$ cat config.mk
export PLATFORM = sky130hd
export DESIGN_NAME = service_deque_with_remove_by_id_top
export DESIGN_NICKNAME = d
export VERILOG_FILES = /design/src/sv/svdq_pkg.sv /design/src/sv/svdq_ram.sv /design/src/sv/svdq_dp.sv /design/src/sv/svdq_ctrl.sv /design/src/sv/service_deque_with_remove_by_id_top.sv
export SDC_FILE = /design/constraint.sdc
export NUM_CORES = 2
export LEC_CHECK = 0
export BUFFER_PORTS_ARGS = -buffer_cell sky130_fd_sc_hd__buf_4
export CAP_MARGIN = 25
export CORE_MARGIN = 1
export CORE_UTILIZATION = 31
export DETAILED_ROUTE_END_ITERATION = 7
export GPL_TIMING_DRIVEN = 0
export HOLD_SLACK_MARGIN = 0.1
export PLACE_DENSITY_LB_ADDON = 0.08
export SLEW_MARGIN = 20
export SYNTH_ARGS = -nofsm -noshare
export SYNTH_HDL_FRONTEND = slang
export SYNTH_SLANG_ARGS = --single-unit
export TNS_END_PERCENT = 1
$ cat constraint.sdc
create_clock -name clk -period 14.6 [get_ports clk]
set_clock_uncertainty 0.1 [all_clocks]
set_input_delay 2.19 -clock clk [delete_from_list [all_inputs] [get_ports clk]]
set_output_delay 2.19 -clock clk [all_outputs]
set_load 0.01 [all_outputs]
$ cat src/sv/svdq_pkg.sv
// ----------------------------------------------------------------------------
// svdq_pkg
// shared types, codes and widths of the service deque
// ----------------------------------------------------------------------------
`timescale 1ns / 1ps
`default_nettype none

package svdq_pkg;

  localparam int DEF_CAPACITY = 64;

  localparam int KIND_W   = 3;
  localparam int ID_W     = 16;
  localparam int TIME_W   = 16;
  localparam int SUM_W    = 22;
  localparam int STATUS_W = 2;
  localparam int COUNT_W  = 7;

  typedef enum logic [KIND_W-1:0] {
    KIND_PUSH_BACK  = 3'd0,
    KIND_PUSH_FRONT = 3'd1,
    KIND_POP_FRONT  = 3'd2,
    KIND_REMOVE_ID  = 3'd3,
    KIND_CLEAR      = 3'd4
  } kind_t;

  typedef enum logic [STATUS_W-1:0] {
    ST_OK   = 2'd0,
    ST_FULL = 2'd1,
    ST_MISS = 2'd2
  } status_t;

  typedef enum logic [2:0] {
    S_IDLE,
    S_EXEC,
    S_SEARCH,
    S_SHIFT,
    S_PEEK_RD,
    S_PEEK_CAP,
    S_FINISH
  } state_t;

  // controller to datapath
  typedef struct packed {
    logic load_op;
    logic exec;
    logic search_step;
    logic shift_step;
    logic remove_done;
    logic peek_rd;
    logic peek_cap;
    logic load_out;
  } cmd_t;

  // datapath to controller
  typedef struct packed {
    kind_t kind;
    logic  full;
    logic  empty;
    logic  match;
    logic  search_end;
    logic  shift_done;
    logic  out_free;
  } stat_t;

endpackage

`default_nettype wire

$ cat src/sv/svdq_ram.sv
// ----------------------------------------------------------------------------
// svdq_ram
// generic simple dual-port ram, one write and one registered read per cycle
// ----------------------------------------------------------------------------
`timescale 1ns / 1ps
`default_nettype none

module svdq_ram #(
  parameter int WIDTH = 32,
  parameter int DEPTH = 64
) (
  input  logic                     clk,
  input  logic                     we,
  input  logic [$clog2(DEPTH)-1:0] waddr,
  input  logic [WIDTH-1:0]         wdata,
  input  logic [$clog2(DEPTH)-1:0] raddr,
  output logic [WIDTH-1:0]         rdata
);

  logic [WIDTH-1:0] mem [DEPTH];

  always_ff @(posedge clk) begin
    if (we) begin
      mem[waddr] <= wdata;
    end
    rdata <= mem[raddr];
  end

endmodule

`default_nettype wire

$ cat src/sv/svdq_dp.sv
// ----------------------------------------------------------------------------
// svdq_dp
// deque datapath: pointers, running sum, entry store, search and gap closing
// ----------------------------------------------------------------------------
`timescale 1ns / 1ps
`default_nettype none

module svdq_dp #(
  parameter int CAPACITY = svdq_pkg::DEF_CAPACITY
) (
  input  logic                           clk,
  input  logic                           rst,
  input  svdq_pkg::cmd_t                 cmd,
  output svdq_pkg::stat_t                stat,
  input  logic [svdq_pkg::KIND_W-1:0]    kind,
  input  logic [svdq_pkg::ID_W-1:0]      entry_id,
  input  logic [svdq_pkg::TIME_W-1:0]    service_time,
  output logic                           result_valid,
  input  logic                           result_stall,
  output logic [svdq_pkg::STATUS_W-1:0]  status,
  output logic [svdq_pkg::ID_W-1:0]      removed_id,
  output logic [svdq_pkg::TIME_W-1:0]    removed_time,
  output logic [svdq_pkg::COUNT_W-1:0]   entry_count,
  output logic                           front_valid,
  output logic [svdq_pkg::ID_W-1:0]      front_id,
  output logic [svdq_pkg::SUM_W-1:0]     total_time
);

  import svdq_pkg::*;

  localparam int AW = $clog2(CAPACITY);
  localparam int CW = $clog2(CAPACITY + 1);
  localparam int XW = CW + 1;
  localparam int DW = ID_W + TIME_W;
  localparam logic [XW-1:0] CAP_X    = XW'(CAPACITY);
  localparam logic [AW-1:0] LAST_SLOT = AW'(CAPACITY - 1);

  // queue state
  logic [AW-1:0]    head;
  logic [CW-1:0]    count;
  logic [SUM_W-1:0] tsum;

  // operation in hand
  logic [KIND_W-1:0] op_kind;
  logic [ID_W-1:0]   op_id;
  logic [TIME_W-1:0] op_time;
  status_t           res_status;
  logic [ID_W-1:0]   res_id;
  logic [TIME_W-1:0] res_time;
  logic [ID_W-1:0]   front_id_q;
  logic [TIME_W-1:0] front_time_q;

  // read pipeline for search and gap closing
  logic [CW-1:0] rd_off;
  logic          pend;
  logic [CW-1:0] pend_off;

  // ram ports
  logic          ram_we;
  logic [AW-1:0] ram_waddr;
  logic [DW-1:0] ram_wdata;
  logic [AW-1:0] ram_raddr;
  logic [DW-1:0] ram_rdata;

  logic              full;
  logic              empty;
  logic              issue;
  logic              match;
  logic [ID_W-1:0]   rd_id;
  logic [TIME_W-1:0] rd_time;
  logic [AW-1:0]     head_dec;
  logic [AW-1:0]     head_inc;
  logic [AW-1:0]     tail_slot;
  logic [CW-1:0]     last_off;
  logic              out_free;
  logic [CW+COUNT_W-1:0] cnt_ext;

  // circular slot of a logical offset from the front
  function automatic logic [AW-1:0] slot_of(input logic [AW-1:0] base,
                                            input logic [CW-1:0] off);
    logic [XW-1:0] sum;
    sum = XW'(base) + {1'b0, off};
    if (sum >= CAP_X) begin
      sum = sum - CAP_X;
    end
    return sum[AW-1:0];
  endfunction

  assign full      = (count == CW'(CAPACITY));
  assign empty     = (count == '0);
  assign rd_id     = ram_rdata[DW-1:TIME_W];
  assign rd_time   = ram_rdata[TIME_W-1:0];
  assign issue     = (rd_off < count);
  assign match     = pend && (rd_id == op_id);
  assign last_off  = count - 1'b1;
  assign head_dec  = (head == '0) ? LAST_SLOT : head - 1'b1;
  assign head_inc  = (head == LAST_SLOT) ? '0 : head + 1'b1;
  assign tail_slot = slot_of(head, count);
  assign out_free  = !result_valid || !result_stall;
  assign cnt_ext   = {{COUNT_W{1'b0}}, count};

  assign stat.kind       = kind_t'(op_kind);
  assign stat.full       = full;
  assign stat.empty      = empty;
  assign stat.match      = match;
  assign stat.search_end = pend && !match && (pend_off == last_off);
  assign stat.shift_done = !pend && !issue;
  assign stat.out_free   = out_free;

  assign ram_raddr = cmd.peek_rd ? head : slot_of(head, rd_off);

  always_comb begin
    ram_we    = 1'b0;
    ram_waddr = tail_slot;
    ram_wdata = {op_id, op_time};
    if (cmd.exec && !full && (op_kind == KIND_PUSH_BACK)) begin
      ram_we = 1'b1;
    end else if (cmd.exec && !full && (op_kind == KIND_PUSH_FRONT)) begin
      ram_we    = 1'b1;
      ram_waddr = head_dec;
    end else if (cmd.shift_step && pend) begin
      // entry moves one place toward the front
      ram_we    = 1'b1;
      ram_waddr = slot_of(head, pend_off - 1'b1);
      ram_wdata = ram_rdata;
    end
  end

  svdq_ram #(
    .WIDTH (DW),
    .DEPTH (CAPACITY)
  ) u_store (
    .clk   (clk),
    .we    (ram_we),
    .waddr (ram_waddr),
    .wdata (ram_wdata),
    .raddr (ram_raddr),
    .rdata (ram_rdata)
  );

  // queue state and read pipeline control
  always_ff @(posedge clk) begin
    if (rst) begin
      head   <= '0;
      count  <= '0;
      tsum   <= '0;
      rd_off <= '0;
      pend   <= 1'b0;
    end else begin
      if (cmd.exec) begin
        unique case (kind_t'(op_kind))
          KIND_PUSH_BACK: begin
            if (!full) begin
              count <= count + 1'b1;
              tsum  <= tsum + SUM_W'(op_time);
            end
          end
          KIND_PUSH_FRONT: begin
            if (!full) begin
              head  <= head_dec;
              count <= count + 1'b1;
              tsum  <= tsum + SUM_W'(op_time);
            end
          end
          KIND_POP_FRONT: begin
            if (!empty) begin
              head  <= head_inc;
              count <= count - 1'b1;
              tsum  <= tsum - SUM_W'(front_time_q);
            end
          end
          KIND_REMOVE_ID: begin
            rd_off <= '0;
            pend   <= 1'b0;
          end
          KIND_CLEAR: begin
            head  <= '0;
            count <= '0;
            tsum  <= '0;
          end
          default: begin
          end
        endcase
      end
      if (cmd.search_step && match) begin
        tsum   <= tsum - SUM_W'(rd_time);
        rd_off <= pend_off + 1'b1;
        pend   <= 1'b0;
      end else if (cmd.search_step || cmd.shift_step) begin
        if (issue) begin
          rd_off <= rd_off + 1'b1;
          pend   <= 1'b1;
        end else begin
          pend <= 1'b0;
        end
      end
      if (cmd.remove_done) begin
        count <= count - 1'b1;
      end
    end
  end

  // operation payload, result fields and cached front entry
  always_ff @(posedge clk) begin
    if (cmd.load_op) begin
      op_kind    <= kind;
      op_id      <= entry_id;
      op_time    <= service_time;
      res_status <= ST_OK;
      res_id     <= '0;
      res_time   <= '0;
    end
    if (cmd.exec) begin
      unique case (kind_t'(op_kind))
        KIND_PUSH_BACK: begin
          if (full) begin
            res_status <= ST_FULL;
          end else if (empty) begin
            front_id_q   <= op_id;
            front_time_q <= op_time;
          end
        end
        KIND_PUSH_FRONT: begin
          if (full) begin
            res_status <= ST_FULL;
          end else begin
            front_id_q   <= op_id;
            front_time_q <= op_time;
          end
        end
        KIND_POP_FRONT: begin
          if (empty) begin
            res_status <= ST_MISS;
          end else begin
            res_id   <= front_id_q;
            res_time <= front_time_q;
          end
        end
        KIND_REMOVE_ID: begin
          res_status <= ST_MISS;
        end
        KIND_CLEAR: begin
        end
        default: begin
        end
      endcase
    end
    if (cmd.search_step && match) begin
      res_status <= ST_OK;
      res_id     <= rd_id;
      res_time   <= rd_time;
    end else if ((cmd.search_step || cmd.shift_step) && issue) begin
      pend_off <= rd_off;
    end
    if (cmd.peek_cap) begin
      front_id_q   <= rd_id;
      front_time_q <= rd_time;
    end
  end

  // result register
  always_ff @(posedge clk) begin
    if (rst) begin
      result_valid <= 1'b0;
    end else if (cmd.load_out) begin
      result_valid <= 1'b1;
    end else if (!result_stall) begin
      result_valid <= 1'b0;
    end
  end

  always_ff @(posedge clk) begin
    if (cmd.load_out) begin
      status       <= res_status;
      removed_id   <= res_id;
      removed_time <= res_time;
      entry_count  <= cnt_ext[COUNT_W-1:0];
      front_valid  <= !empty;
      front_id     <= empty ? '0 : front_id_q;
      total_time   <= tsum;
    end
  end

  a_count_bound : assert property (@(posedge clk) disable iff (rst)
    count <= CW'(CAPACITY))
    else $error("occupancy beyond capacity");

  a_full_push_holds : assert property (@(posedge clk) disable iff (rst)
    (cmd.exec && full &&
     (op_kind == KIND_PUSH_BACK || op_kind == KIND_PUSH_FRONT))
    |=> (count == $past(count)) && (head == $past(head)))
    else $error("push onto full queue changed state");

  a_remove_dec : assert property (@(posedge clk) disable iff (rst)
    cmd.remove_done |=> (count == $past(count) - 1'b1))
    else $error("remove did not drop occupancy by one");

endmodule

`default_nettype wire

$ cat src/sv/svdq_ctrl.sv
// ----------------------------------------------------------------------------
// svdq_ctrl
// deque sequencer: execute, search, gap closing, front reload, result hand-off
// ----------------------------------------------------------------------------
`timescale 1ns / 1ps
`default_nettype none

module svdq_ctrl (
  input  logic            clk,
  input  logic            rst,
  input  logic            item_valid,
  output logic            item_stall,
  input  svdq_pkg::stat_t stat,
  output svdq_pkg::cmd_t  cmd
);

  import svdq_pkg::*;

  state_t state;
  state_t state_next;

  always_ff @(posedge clk) begin
    if (rst) begin
      state <= S_IDLE;
    end else begin
      state <= state_next;
    end
  end

  always_comb begin
    state_next = state;
    unique case (state)
      S_IDLE: begin
        if (item_valid) begin
          state_next = S_EXEC;
        end
      end
      S_EXEC: begin
        unique case (stat.kind)
          KIND_POP_FRONT: state_next = stat.empty ? S_FINISH : S_PEEK_RD;
          KIND_REMOVE_ID: state_next = stat.empty ? S_FINISH : S_SEARCH;
          default:        state_next = S_FINISH;
        endcase
      end
      S_SEARCH: begin
        priority if (stat.match) begin
          state_next = S_SHIFT;
        end else if (stat.search_end) begin
          state_next = S_FINISH;
        end else begin
          state_next = S_SEARCH;
        end
      end
      S_SHIFT: begin
        if (stat.shift_done) begin
          state_next = S_PEEK_RD;
        end
      end
      S_PEEK_RD:  state_next = S_PEEK_CAP;
      S_PEEK_CAP: state_next = S_FINISH;
      S_FINISH: begin
        if (stat.out_free) begin
          state_next = S_IDLE;
        end
      end
      default: state_next = S_IDLE;
    endcase
  end

  always_comb begin
    cmd             = '0;
    item_stall      = (state != S_IDLE);
    cmd.load_op     = (state == S_IDLE) && item_valid;
    cmd.exec        = (state == S_EXEC);
    cmd.search_step = (state == S_SEARCH);
    cmd.shift_step  = (state == S_SHIFT) && !stat.shift_done;
    cmd.remove_done = (state == S_SHIFT) && stat.shift_done;
    cmd.peek_rd     = (state == S_PEEK_RD);
    cmd.peek_cap    = (state == S_PEEK_CAP);
    cmd.load_out    = (state == S_FINISH) && stat.out_free;
  end

endmodule

`default_nettype wire

$ cat src/sv/service_deque_with_remove_by_id_top.sv
// ----------------------------------------------------------------------------
// service_deque_with_remove_by_id_top
// ordered service queue with push/pop at both ends and remove by ticket id
// ----------------------------------------------------------------------------
// Holds up to CAPACITY (id, service time) entries in a circular store kept in
// one ram. Each input transfer is one operation (push back, push front, pop
// front, remove first matching id from the front, clear) and gives exactly
// one result transfer with status, removed entry, count, front id and the
// running 22-bit total of service times. One operation is in work at a time;
// item_stall is low only while the sequencer is idle, and the next item is
// taken while a finished result still waits in the output register. A pop
// reads the new front back from the store. Remove by id is set by the
// single ram read port: the search reads one entry a cycle from the front,
// then the gap is closed by moving each later entry one place forward,
// again one a cycle.
// Store contents have no reset; stale front reads are masked while empty.
// ----------------------------------------------------------------------------
`timescale 1ns / 1ps
`default_nettype none

module service_deque_with_remove_by_id_top #(
  parameter int CAPACITY = svdq_pkg::DEF_CAPACITY
) (
  input  logic                          clk,
  input  logic                          rst,
  // operation channel
  input  logic                          item_valid,
  output logic                          item_stall,
  input  logic [svdq_pkg::KIND_W-1:0]   kind,
  input  logic [svdq_pkg::ID_W-1:0]     entry_id,
  input  logic [svdq_pkg::TIME_W-1:0]   service_time,
  // result channel
  output logic                          result_valid,
  input  logic                          result_stall,
  output logic [svdq_pkg::STATUS_W-1:0] status,
  output logic [svdq_pkg::ID_W-1:0]     removed_id,
  output logic [svdq_pkg::TIME_W-1:0]   removed_time,
  output logic [svdq_pkg::COUNT_W-1:0]  entry_count,
  output logic                          front_valid,
  output logic [svdq_pkg::ID_W-1:0]     front_id,
  output logic [svdq_pkg::SUM_W-1:0]    total_time
);

  import svdq_pkg::*;

  // sequencer commands and datapath flags
  cmd_t  cmd;
  stat_t stat;

  // controller: accepts one transfer, then steps the datapath through the
  // operation and hands the result to the output register
  svdq_ctrl u_ctrl (
    .clk        (clk),
    .rst        (rst),
    .item_valid (item_valid),
    .item_stall (item_stall),
    .stat       (stat),
    .cmd        (cmd)
  );

  // datapath: head pointer, occupancy, total, entry ram and result register
  svdq_dp #(
    .CAPACITY (CAPACITY)
  ) u_dp (
    .clk          (clk),
    .rst          (rst),
    .cmd          (cmd),
    .stat         (stat),
    .kind         (kind),
    .entry_id     (entry_id),
    .service_time (service_time),
    .result_valid (result_valid),
    .result_stall (result_stall),
    .status       (status),
    .removed_id   (removed_id),
    .removed_time (removed_time),
    .entry_count  (entry_count),
    .front_valid  (front_valid),
    .front_id     (front_id),
    .total_time   (total_time)
  );

endmodule

`default_nettype wire
# Word level (Yosys, flattened, before mapping)
# Memories as Yosys holds them, arrays and structs flattened. A register that Yosys moved wholly into a read port is not among the register bits.
# Cells that the tools add are included.
[word_totals]
ff_bits = 235
ram_bits = 2048
mem_count = 1
[classes]
n_addsub = 16
magnitude_cmp = 4
eq_ne = 27
n_mux = 77
n_bitwise = 1
n_reduce_logical = 47
[mem_list]
columns = ["name", "words", "width", "read_ports", "rd_ports_with_merged_regs", "wr", "line_no", "source"]
rows = [
  ["u_dp.u_store.mem", 64, 32, 1, 1, 1, "svdq_ram.sv:20", "logic [WIDTH-1:0] mem [DEPTH];"],
]
[ops]
columns = ["cell", "n"]
rows = [
  ["16-bit two-way mux", 20],
  ["32-bit two-way mux", 3],
  ["22-bit two-way mux", 4],
  ["6-bit two-way mux", 11],
  ["22-bit case mux with 3 select lines", 1],
  ["16-bit case mux with 2 select lines", 2],
  ["7-bit two-way mux", 9],
  ["22-bit by 16-bit subtractor with 22-bit output", 2],
  ["6-bit by 7-bit adder with 8-bit output", 3],
  ["8-bit by 7-bit greater-or-equal comparator with 1-bit output (second input constant)", 3],
  ["6-bit by 1-bit subtractor with 6-bit output (second input constant)", 4],
  ["22-bit by 16-bit adder with 22-bit output", 1],
  ["7-bit by 1-bit adder with 7-bit output (second input constant)", 3],
  ["3-bit case mux with 7 select lines", 1],
  ["7-bit case mux with 3 select lines", 1],
  ["3-bit two-way mux", 6],
  ["3-bit inequality test (second input constant)", 6],
  ["6-bit case mux with 3 select lines", 1],
  ["16-bit == test", 1],
  ["1-bit logical AND", 14],
  ["7-bit by 1-bit subtractor with 7-bit output (second input constant)", 2],
  ["3-bit by 2-bit == test with 1-bit output (second input constant)", 4],
  ["3-bit == test (second input constant)", 4],
  ["4-bit AND reduction", 3],
  ["other kinds (26)", 63],
]

# Logic depth before layout (Yosys ltp)
[depth]
depth_word = 11
mapped_depth = 19

# By module
# Synthesis repeated with hierarchy kept, for this count alone.
[hier_totals]
hier_cells = 4673
area_unflattened_um2 = 92109.6
[modules_own_cells]
columns = ["module", "instances", "cells_per_inst", "area_per_inst_um2", "seq_area_each_um2"]
rows = [
  ["svdq_ram", 1, 3324, 78515.3, 62139.6],
  ["svdq_dp", 1, 1307, 13310.3, 6185.9],
  ["svdq_ctrl", 1, 42, 284.0, 60.1],
]

# Worst setup path before layout
# OpenSTA, ideal clock, no wires.
[synth_path]
kind = "input to register"
from = "in result_stall"
to = "reg u_dp.entry_count[0] (netlist name), enable pin"
setup_time_ns = 0.544
arrival_time_ns = 6.084
t_required_ns = 13.956
slack_ns = 7.872
stages = 1
path_buffers = 0
path_cell_list = "a21oi_1"
[synth_between]
elab_chain_len = 3
[synth_rtl]
columns = ["element", "line_no", "source"]
rows = [
  ["start, declared", "service_deque_with_remove_by_id_top.sv:34", "input logic result_stall,"],
  ["1-bit zero test", "svdq_dp.sv:99", "assign out_free = !result_valid || !result_stall;"],
  ["1-bit logical OR", "svdq_dp.sv:99", ""],
  ["1-bit logical AND", "svdq_ctrl.sv:80", "cmd.load_out = (state == S_FINISH) && stat.out_free;"],
  ["end signal, assigned", "svdq_dp.sv:277", "entry_count <= cnt_ext[COUNT_W-1:0];"],
  ["end, declared", "svdq_dp.sv:23", "output logic [svdq_pkg::COUNT_W-1:0] entry_count,"],
]
# No other way between the ends.
# A chain may end at the register's enable or synchronous reset.

# Worst setup path after layout
[layout_path]
from = "reg u_dp.head[1]"
to = "reg u_dp.u_store.rdata[22] (read register of u_dp.u_store.mem)"
[layout_between]
elab_chain_len = 4
elab_cells_between_ends = 5
[layout_rtl]
columns = ["element", "line_no", "source"]
rows = [
  ["start, declared", "svdq_dp.sv:39", "logic [AW-1:0] head;"],
  ["start signal, assigned", "svdq_dp.sv:167", "head <= head_inc;"],
  ["6-bit by 7-bit adder with 8-bit output", "svdq_dp.sv:82", "sum = XW'(base) + {1'b0, off};"],
  ["8-bit by 7-bit greater-or-equal comparator with 1-bit output / 6-bit by 1-bit subtractor with 6-bit output (equally long branches)", "svdq_dp.sv:83, svdq_dp.sv:84", ""],
  ["6-bit two-way mux", "svdq_dp.sv:83", "if (sum >= CAP_X) begin"],
  ["6-bit two-way mux *", "svdq_dp.sv:110", "assign ram_raddr = cmd.peek_rd ? head : slot_of(head, rd_off);"],
  ["end, declared", "svdq_ram.sv:17", "output logic [WIDTH-1:0] rdata"],
]
# Every way passes the cells marked *; elsewhere a longest branch is shown, timed or not.

==> summary.md <==
| Metric | Value |
|---|---|
| Most area-hungry cell type in the Yosys netlist | edfxtp_1 |
| 1st-pass router iterations | 6 |
| Clock latency on the worst-skew pair | 0.91 ns |
| Power Density | 152 nW/um2 |
| Commonest non-fill, non-tap cells in the layout | nand2_1 (2222), edfxtp_1 (2202), nand3_1 (608), clkbuf_1 (395), a21oi_1 (310) |
| Worst vdd ir | 93.9 uV |
| DRC | 0 |
| Die H | 554 um |
| Final Hold Viols | 0 |
| Status | complete, no violations |
| Hold crit path type | flop to flop |
| Ys async rst share | 0% |
| First-pass GRT wire length | 495000 um |
| I/O pin count | roughly 120 |
| Mapped Cells | between 7000 and 8000 |
| Placed cell areas | 106000 um2 |
| Reg2reg end | u_dp.u_store.rdata[22]$_DFF_P_ |
| Synth top area cells | edfxtp_1 (70%), nand2_1 (8.9%), nand3_1 (3.2%) |
| GRT Residual Overflow | 0 |
| Reg2Reg Depth | 12 |
| GRT Overall Usage | a little under a quarter |
| Core area | 303000 um2 |
| Minimum clock period | about 6.8 ns |
| Layout Nets | 8334 |
| Library cells used by synthesis | 82 |
| Share of cells above drive strength 1 | 12.1% |
| DR iter-0 viols | 6921 |
| Initial antenna violation count | between 50 and 60 |
| Mean Syn Cell Area | 12.4 um2 |
| Die Area | 307000 um2 |
| WL final | 358000 um |
| Post-synth EDFFs | 2202 |
| Row Count | slightly above 200 |
| CTS Hold Bufs | 0 |
| Htree depth | 5 |
| Crit. End Element | flop |
| Min-delay src | u_dp.res_time[10]$_DFF_P_ |
| # setup viols final | 0 |
| Flops & latches, synth | about 2300 |
| Share of Yosys cell area claimed by the top area cell type | 70.0% |
| Routed vias/inst | 5.21 |
| Post-route insts no fill | 12400 |
| Avg WL per Cell | 28.8 um |
| Detailed-route via count | 64700 |
| Num CTS Buffers | 268 |
| Layout area overhead | 20.7% |
| # resized after CTS | 0 |
| Register area share after synthesis | 72.4% |
| Startpoint types | flop |
| Clk slew on worst S/H paths | 0.06 ns |
| Buffers on Ports | 119 |
| R2r startpoint | u_dp.head[1]$_SDFFE_PP0P_ |
| Clock root buffer | clkbuf_16 |
| Remaining antenna violation count after routing | 0 |
| Commonest non-fill, non-tap cell in the layout | nand2_1 |
| CP required | 15.18 ns |
| Starting Density | 31.2% |
| Largest net degree at the start of global routing | 63 |
| Hold endpoint | u_dp.removed_time[10]$_DFFE_PP_ |
| Actual slew at the worst max-slew pin | approximately 1.2 ns |
| Crit-path max FO | 12 |
| Dominant synthesized flop cell | edfxtp_1 |
| Final Max Slew Viols | 0 |
| WHS | around 0.32 ns |
| Final worst path period share | 46.2% |
| Placed wire-length estimate | 261000 um |
| Reg2reg setup slack | just under 8 ns |
| CTS tree | built |
| Placed insts | 11900 |
| Die Width | 554 um |
| Hold depth | 0 |
| Fin area | 114000 um2 |
| Mapped Area | ~94000 um2 |
| Clock buffer depth | 4 |
| Crit path kind | flop to flop |
| Setup TNS | 0 ns |
| CP arrival | ~7.3 ns |
| # Post-CTS Setup Buffers | 0 |
| Max_slew headroom | between 20% and 30% |
| YS warnings | 0 |
| Maximum clock rate | 148 MHz |
| Vias in the first global route | 62200 |
| CTS sink count | 2315 |
| RePlAce Congestion | 0.886 |
| Max Cap Violations | 0 |
| Syn_nets | just under 8000 |
| Leakage | slightly below 0.04 uW |
| RSZ-0062 raised after global routing | no |
-- stage by stage --
step	total power [uW]	util, %	setup slack [ns]
floorplan	9170	-	7.87
global placement	10700	33.1	0.667
detailed placement	10900	34.9	8.03
CTS	17400	37.6	8.01
global route	17800	37.6	7.91
finish	17300	37.6	7.85
-- state kept, by name, indices dropped and copies added (netlist names), 3 cells and up --
signal              count
u_dp.pend_off           7
u_dp.op_id             16
u_dp.op_kind            3
u_dp.front_time_q      16
u_dp.rd_off             7
u_dp.entry_count        7
u_dp.removed_time      16
u_dp.op_time           16
u_dp.tsum              22
u_dp.u_store.mem     2048
u_ctrl.state            3
u_dp.front_id          16
u_dp.res_time          16
u_dp.front_id_q        16
u_dp.total_time        22
u_dp.removed_id        16
u_dp.head               6
u_dp.res_id            16
u_dp.count              7
u_dp.u_store.rdata     32
-- power by group --
part | leakage (uW) | internal, uW | total [uW] | switching [uW]
clock network | 0.00398 | 3660 | 6450 | 2800
registers | 0.0208 | 7530 | 7650 | 124
logic | 0.0144 | 844 | 3170 | 2330
-- logic make-up after synthesis --
logic type / after synthesis / synth area share [%]
AND/OR/NAND/NOR: 3570 / 16.5
flip-flops: 2315 / 72.4
AO/OA/AOI/OAI: 995 / 6.43
buffers and inverters: 531 / 2.36
XOR/XNOR: 88 / 0.816
adder cells (fa/ha/maj): 73 / 1.01
multiplexers: 37 / 0.437
-- synth_stat cells, types with 42 or more instances --
| cell type | n |
|---|---|
| nor2_1 | 165 |
| inv_1 | 52 |
| nand3_1 | 608 |
| edfxtp_1 | 2202 |
| and3_1 | 260 |
| a211oi_1 | 42 |
| o21ai_0 | 92 |
| dfxtp_1 | 113 |
| nand2_1 | 2238 |
| a31oi_1 | 285 |
| clkbuf_1 | 345 |
| ha_1 | 68 |
| xnor2_1 | 53 |
| o22ai_1 | 131 |
| a21oi_1 | 311 |
| nor4_1 | 132 |
| buf_2 | 86 |
-- how the worst max path moves through the flow --
stage | end | start | depth (start not counted) | slack, ns
finish | u_dp.u_store.rdata[22]$_DFF_P_ | u_dp.head[1]$_SDFFE_PP0P_ | 12 | 7.85
floorplan | u_dp.entry_count[0]$_DFFE_PP_ | result_stall | 1 | 7.87
detailed placement | u_dp.u_store.rdata[24]$_DFF_P_ | u_dp.head[1]$_SDFFE_PP0P_ | 12 | 8.03
global route | u_dp.u_store.rdata[24]$_DFF_P_ | u_dp.head[1]$_SDFFE_PP0P_ | 12 | 7.91
global placement | u_dp.u_store.mem[0][12]$_DFFE_PP_ | u_ctrl.state[0]$_SDFFE_PP0P_ | 6 | 0.67
CTS | u_dp.u_store.rdata[24]$_DFF_P_ | u_dp.head[1]$_SDFFE_PP0P_ | 12 | 8.01
-- critical path: stages (launching register included) --
cell,delay [ns]
dfxtp_1,0.73
ha_1,0.35
a21o_1,0.16
a21oi_1,0.26
xnor2_1,0.18
o21ai_1,0.76
nand2_1,0.96
clkbuf_2,0.72
clkbuf_1,0.60
o22ai_1,0.69
nor4_2,0.07
buf_2,0.23
or4_1,0.67
-- metal layers --
layer	GRT usage (%)	vias up	wire length, um
met3	3.44	596	22200
met1	31.2	32700	157000
li1	-	29100	-
met5	0	-	129
met2	36.2	2229	163000
met4	9.25	20	16100
-- area by class of cell --
type,count,area [um2]
repair buffers,343,5080
well taps,3978,4980
clock inverters,124,1040
multi-input cells,4763,25000
plain buffers,478,2050
clock buffers,345,7120
fillers,29200,189000
flip-flops and latches,2315,68400
diodes,18,45.0
inverters,53,199
Note: power is estimated with default switching activity, not from simulation.
